==> src/assert_macros.svh <==
// Assertion macros shared by the RTL of the sorted profile merge core.
// No dependencies; define ASSERT_OFF to compile the assertions out.
`ifndef ASSERT_MACROS_SVH
`define ASSERT_MACROS_SVH
`ifndef ASSERT_OFF
// Property holds on every clock edge outside reset.
`define SPMA_ASSERT(lbl, prop) \
    lbl: assert property (@(posedge clk) disable iff (!rst_n) (prop)) \
        else $error("%m: assertion failed");
// Expression never holds on any clock edge outside reset.
`define SPMA_NEVER(lbl, expr) \
    lbl: assert property (@(posedge clk) disable iff (!rst_n) !(expr)) \
        else $error("%m: forbidden condition seen");
`else
`define SPMA_ASSERT(lbl, prop)
`define SPMA_NEVER(lbl, expr)
`endif
`endif

==> src/spma_pkg.sv <==
// Package for the sorted profile merge core: sizes, codes and cell interface types.
// No dependencies; used by every module in src.
package spma_pkg;

    localparam int DEPTH      = 256;
    localparam int CNT_W      = $clog2(DEPTH + 1);
    localparam int CMP_W      = (CNT_W > 9) ? CNT_W : 9;
    localparam int TIME_W     = 32;
    localparam int INT_W      = 32;
    localparam int SUM_W      = 40;
    localparam int GROUP      = 64;
    localparam int NUM_GROUPS = (DEPTH + GROUP - 1) / GROUP;

    localparam logic [SUM_W-1:0] SUM_MAX = {SUM_W{1'b1}};

    localparam logic [1:0] FN_CLEAR = 2'd0;
    localparam logic [1:0] FN_ADD   = 2'd1;
    localparam logic [1:0] FN_READ  = 2'd2;

    localparam logic [1:0] ST_OK    = 2'd0;
    localparam logic [1:0] ST_FULL  = 2'd1;
    localparam logic [1:0] ST_RANGE = 2'd2;

    // Broadcast from the controller to every cell.
    typedef struct packed {
        logic              eval;      // compare cycle of an add
        logic              apply;     // update cycle of an add
        logic              clear;     // drop all entries, cursor to zero
        logic              ao;        // append without compare
        logic              ts;        // trace start: cursor restarts
        logic              merge_any; // some cell holds an equal key at the stop
        logic              ins_go;    // insert or append goes ahead
        logic [TIME_W-1:0] t;
        logic [INT_W-1:0]  v;
        logic [CMP_W-1:0]  count;
        logic [CMP_W-1:0]  ridx;
    } cell_ctl_t;

    // Handed from a cell to its right neighbor.
    typedef struct packed {
        logic              stop_now;
        logic              stop_q;
        logic [TIME_W-1:0] time_key;
        logic [SUM_W-1:0]  sum;
    } cell_link_t;

endpackage

==> src/spma_cell.sv <==
// One profile cell: holds one entry and its cursor mark, shifts right on insert.
// Depends on spma_pkg.
module spma_cell
(
    input  logic                       clk,
    input  logic                       rst_n,
    input  logic [spma_pkg::CMP_W-1:0] idx,
    input  spma_pkg::cell_ctl_t        ctl,
    input  spma_pkg::cell_link_t       prev,
    output spma_pkg::cell_link_t       link,
    output logic                       hit,
    output logic                       past,
    output logic                       active,
    output logic [spma_pkg::TIME_W-1:0] rd_time,
    output logic [spma_pkg::SUM_W-1:0]  rd_sum
);

    logic [spma_pkg::TIME_W-1:0] time_reg;
    logic [spma_pkg::SUM_W-1:0]  sum_reg;
    logic                        past_reg;
    logic                        stop_reg;
    logic                        hit_reg;

    logic                        past_eff;
    logic                        stop_c;
    logic                        stop_seen;
    logic                        eq;
    logic                        first;
    logic [spma_pkg::SUM_W:0]    sum_wide;
    logic [spma_pkg::SUM_W-1:0]  sum_sat;

    assign active   = idx < ctl.count;
    assign past_eff = ctl.ts ? 1'b0 : past_reg;
    assign eq       = time_reg == ctl.t;
    assign stop_c   = ctl.ao ? !active
                             : (!past_eff && (!active || time_reg >= ctl.t));
    // stop lies here or somewhere to the left; keys need not be sorted
    assign stop_seen = stop_c || prev.stop_now;
    assign first    = stop_reg && !prev.stop_q;
    assign sum_wide = {1'b0, sum_reg} + (spma_pkg::SUM_W + 1)'(ctl.v);
    assign sum_sat  = sum_wide[spma_pkg::SUM_W] ? spma_pkg::SUM_MAX
                                                : sum_wide[spma_pkg::SUM_W-1:0];

    // Control marks
    always_ff @(posedge clk or negedge rst_n)
    begin
        if (!rst_n)
        begin
            past_reg <= 1'b0;
            stop_reg <= 1'b0;
            hit_reg  <= 1'b0;
        end
        else
        begin
            if (ctl.eval)
            begin
                stop_reg <= stop_seen;
                hit_reg  <= stop_c && !prev.stop_now && active && eq && !ctl.ao;
            end
            if (ctl.clear)
            begin
                past_reg <= 1'b0;
            end
            else if (ctl.apply && !ctl.ao)
            begin
                // cursor lands one past the stop unless a full profile dropped the peak
                past_reg <= (ctl.ins_go || ctl.merge_any) ? !prev.stop_q : !stop_reg;
            end
        end
    end

    // Entry payload
    always_ff @(posedge clk)
    begin
        if (ctl.apply)
        begin
            if (ctl.ins_go)
            begin
                if (first)
                begin
                    time_reg <= ctl.t;
                    sum_reg  <= spma_pkg::SUM_W'(ctl.v);
                end
                else if (prev.stop_q)
                begin
                    time_reg <= prev.time_key;
                    sum_reg  <= prev.sum;
                end
            end
            else if (ctl.merge_any && hit_reg)
            begin
                sum_reg <= sum_sat;
            end
        end
    end

    assign link.stop_now = stop_seen;
    assign link.stop_q   = stop_reg;
    assign link.time_key = time_reg;
    assign link.sum      = sum_reg;
    assign hit           = hit_reg;
    assign past          = past_reg;
    assign rd_time       = (idx == ctl.ridx) ? time_reg : '0;
    assign rd_sum        = (idx == ctl.ridx) ? sum_reg  : '0;

endmodule

==> config.mk <==
export PLATFORM = sky130hd
export DESIGN_NAME = spma_cell
export DESIGN_NICKNAME = d
export VERILOG_FILES = /design/src/assert_macros.svh /design/src/spma_pkg.sv /design/src/spma_cell.sv
export SDC_FILE = /design/constraint.sdc
export NUM_CORES = 1
export LEC_CHECK = 0
export BUFFER_PORTS_ARGS = -buffer_cell sky130_fd_sc_hd__buf_4
export CORE_AREA = 2 2 127 129
export CTS_CLUSTER_DIAMETER = 30
export DETAILED_ROUTE_END_ITERATION = 16
export DIE_AREA = 0 0 129 131
export PLACE_DENSITY = 0.9
export SYNTH_ARGS = -nofsm -noshare
export SYNTH_HDL_FRONTEND = slang
export SYNTH_SLANG_ARGS = --single-unit
==> constraint.sdc <==
create_clock -name clk -period 3.83 [get_ports clk]
set_input_delay 0.383 -clock clk [delete_from_list [all_inputs] [get_ports clk]]
set_output_delay 0.383 -clock clk [all_outputs]
set_load 0.01 [all_outputs]
==> impl_metrics.toml <==
[synth]
synth-main-ff-cell = "edfxtp_1"
synth_cell_types = 61
ys_seq_area_frac = 0.3177
syn_nets = 1087
netlist_area_um2 = 7042
synth_top_area_share = 0.3070
async_flop_share = 0.04000
synth.ff_latch_count = 75
syn_avg_cell_area_um2 = 8.383
yosys.area.top_type = "edfxtp_1"
synthTopCellsByArea = "edfxtp_1 31%, ha_1 13%, nand2_1 6.9%"
netlist_instances = 840
synth_edf_count = 72
yosys_warnings = 0

[cts]
ctsHtreeMaxLevel = 3
clockBufferDepth = 2
numCtsBuffers = 9
cts_tree = "done"
cts.sinks = 75
cts.root.buffer_cell = "clkbuf_16"
path_clk_slew_ps = 60
cts_setup_buffers = 0
clk-insertion-delay-late_ps = 350
cts_resized = 0

[worst_setup_path]
required_ps = 3450
crit_path_start_kind = "flop"
crit_path_end_kind = "primary output"
cp_max_fo = 3
crit_type = "flop to primary output"
cp.arrival_ps = 2930

[placement]
preCtsSetupSlack_ps = 582.5
port_buffers = 322
gp_congestion = 0.9675
place_inst = 1341
dpl.hpwl_mm = 18.90

[floorplanning]
ios = 323
die_w_um = 129
dieArea_um2 = 16900
core.rowCount = 46
core_um2 = 15600
initial_core_util = 0.4515
die_h_um = 131

[timing]
holdWs_ps = 203.5
period_minus_slack_ps = 3315
setup-violations-final = 0
max_freq_mhz = 301.7
slew_violations = 0
fin_skew_ps = 7.453
worstMarginPinSlew_ps = 1019
hold_viol_final = 0
rsz0062_at_grt = "false"
max_slew_margin = 0.3210
fin_ws_ps = 515.0
setup_tns_ps = 0
fin_crit_sh = 0.8655

[cells_and_area]
drive_gt1_frac = 0.3144
largest_reg_flops = 40
area_growth_pct = 40.64
finalNetCount = 1384
antenna_cells = 0
finalNonFillerCells = 1358

[global_routing]
grt_pass1_vias = 7145
grt_max_degree = 101
antenna_found_initial = 0
grt_pass1_wl_mm = 36.58
grt_usage = 0.2787
grt_overflow = 0

[drt]
wl_per_cell_um = 18.10
vias_per_cell = 5.609
antenna_left = 0
wl_mm = 24.59
drc = 0
firstDrtPassIters = 6
drt_first_iter_violations = 632
vias = 7617

[hold_path]
hold_path.class = "input pin to flop"

[power_and_ir_drop]
power-per-cell-area_nw_per_um2 = 293.1
vdd.ir_drop.worst_mv = 0.1803
power.leakage_nw = 4.818
power_w = 0.002902

[outcome]
status = "complete, no violations"

[run]
max-cap-violations = 0
cells in the mapped netlist, drive strengths merged, types with 2 or more instances:
library cell,n
a32oi,18
nor4,2
nor2b,9
a2111oi,2
or3,2
xor2,14
a211o,2
and2,73
o21ai,59
a21o,35
dfrtp,3
a21oi,42
nand2b,5
nor2,31
a31o,2
edfxtp,72
o2111ai,3
ha,72
o31ai,4
xnor2,20
nand3,18
or2,4
buf,9
clkbuf,32
inv,58
o21bai,3
a41o,2
and3,13
nand2,129
o31a,2
o211a,3
a211oi,4
o21a,9
mux2i,7
a31oi,23
o211ai,10
a21boi,3
nand4,12
nor3,20
path summary, 6_finish.rpt:
kind / startpoint / to / slack [ps] / cells after the start
worst min register to register: past / past / 660 / 2
worst min-delay path: ctl[86] / past / 200 / 2
max in group asynchronous: rst_n / hit / 3340 / 2
worst max-delay path: time_reg[1] / link[73] / 510 / 11
min in group asynchronous: rst_n / stop_reg / 390 / 2
worst max register to register: sum_reg[12] / sum_reg[39] / 530 / 10
layer usage:
layer,track usage,wire (um),vias up
met4,0.1324,812,0
met2,0.4525,11630,358
met3,0.05578,1860,58
met1,0.3584,10290,3566
met5,0,0,-
li1,-,-,3635
metrics by stage:
stage | instance area, um^2 | utilization
2_1_floorplan | 7042 | -
3_3_place_gp | 9607 | 0.6159
3_5_place_dp | 9607 | 0.6159
4_1_cts | 9903 | 0.6349
5_1_grt | 9903 | 0.6349
6_report | 9903 | 0.6349
layout make-up:
cell class | count | area (um^2)
flip-flops and latches | 75 | 2237
repair buffers | 327 | 2457
multi-input cells | 666 | 4434
fillers | 1313 | 5694
clock buffers | 11 | 232.7
well taps | 216 | 270.3
clock inverters | 5 | 53.80
inverters | 58 | 217.7
cell usage in the layout (no fill, tap or decap), types with 3 or more instances in the layout:
cell type / instances
o31ai_1: 4
dfrtp_1: 3
mux2i_1: 7
nor2_1: 30
and2_1: 73
nand2_1: 129
a21o_1: 35
nand2b_1: 4
a32oi_1: 18
nor2b_1: 8
edfxtp_1: 72
o21ai_1: 3
inv_1: 58
o21ai_0: 55
xor2_1: 14
nand4_1: 12
a211oi_1: 4
buf_4: 326
o2111ai_1: 3
nand3_1: 18
nor3_1: 19
a21oi_1: 40
o21a_1: 9
or2_2: 4
ha_1: 72
xnor2_1: 20
o211ai_1: 8
and3_1: 13
o21bai_1: 3
clkbuf_16: 9
a31oi_1: 23
critical path, cell delays in order, from the launching register on:
cell and delay, ps:
edfxtp_1 450, ha_1 320, nor2b_1 140, o21a_1 160, o21a_1 150, o21ai_0 150, a21oi_1 90, o41ai_1 480
a41o_1 270, o2bb2ai_1 140, nand2_1 70, buf_4 140
repair_timing:
action                                  CTS  global route
endpoints found under the setup margin    0             0
hold buffers                              1             0
hold endpoints to repair                  3             0
cell families (layout without fill, tap and decap cells):
logic type / count (synthesis) / after routing / synth area share
and+or+nand+nor: 319 / 319 / 0.2226
AOI/OAI and AO/OA: 233 / 233 / 0.2216
buffers and inverters: 99 / 401 / 0.05508
DFF: 75 / 75 / 0.3177
adders and majority gates: 73 / 73 / 0.1308
xor gates and xnor gates: 34 / 34 / 0.04229
muxes: 7 / 7 / 0.009951
where the power goes:
group	switching [W]	leakage [nW]	internal, W	total [W]
clock	0.000360	0.133	0.000502	0.000862
sequential	0.0000563	0.711	0.000986	0.00104
combinational	0.000535	3.97	0.000463	0.000998
Power figures use the tool's default switching activity.
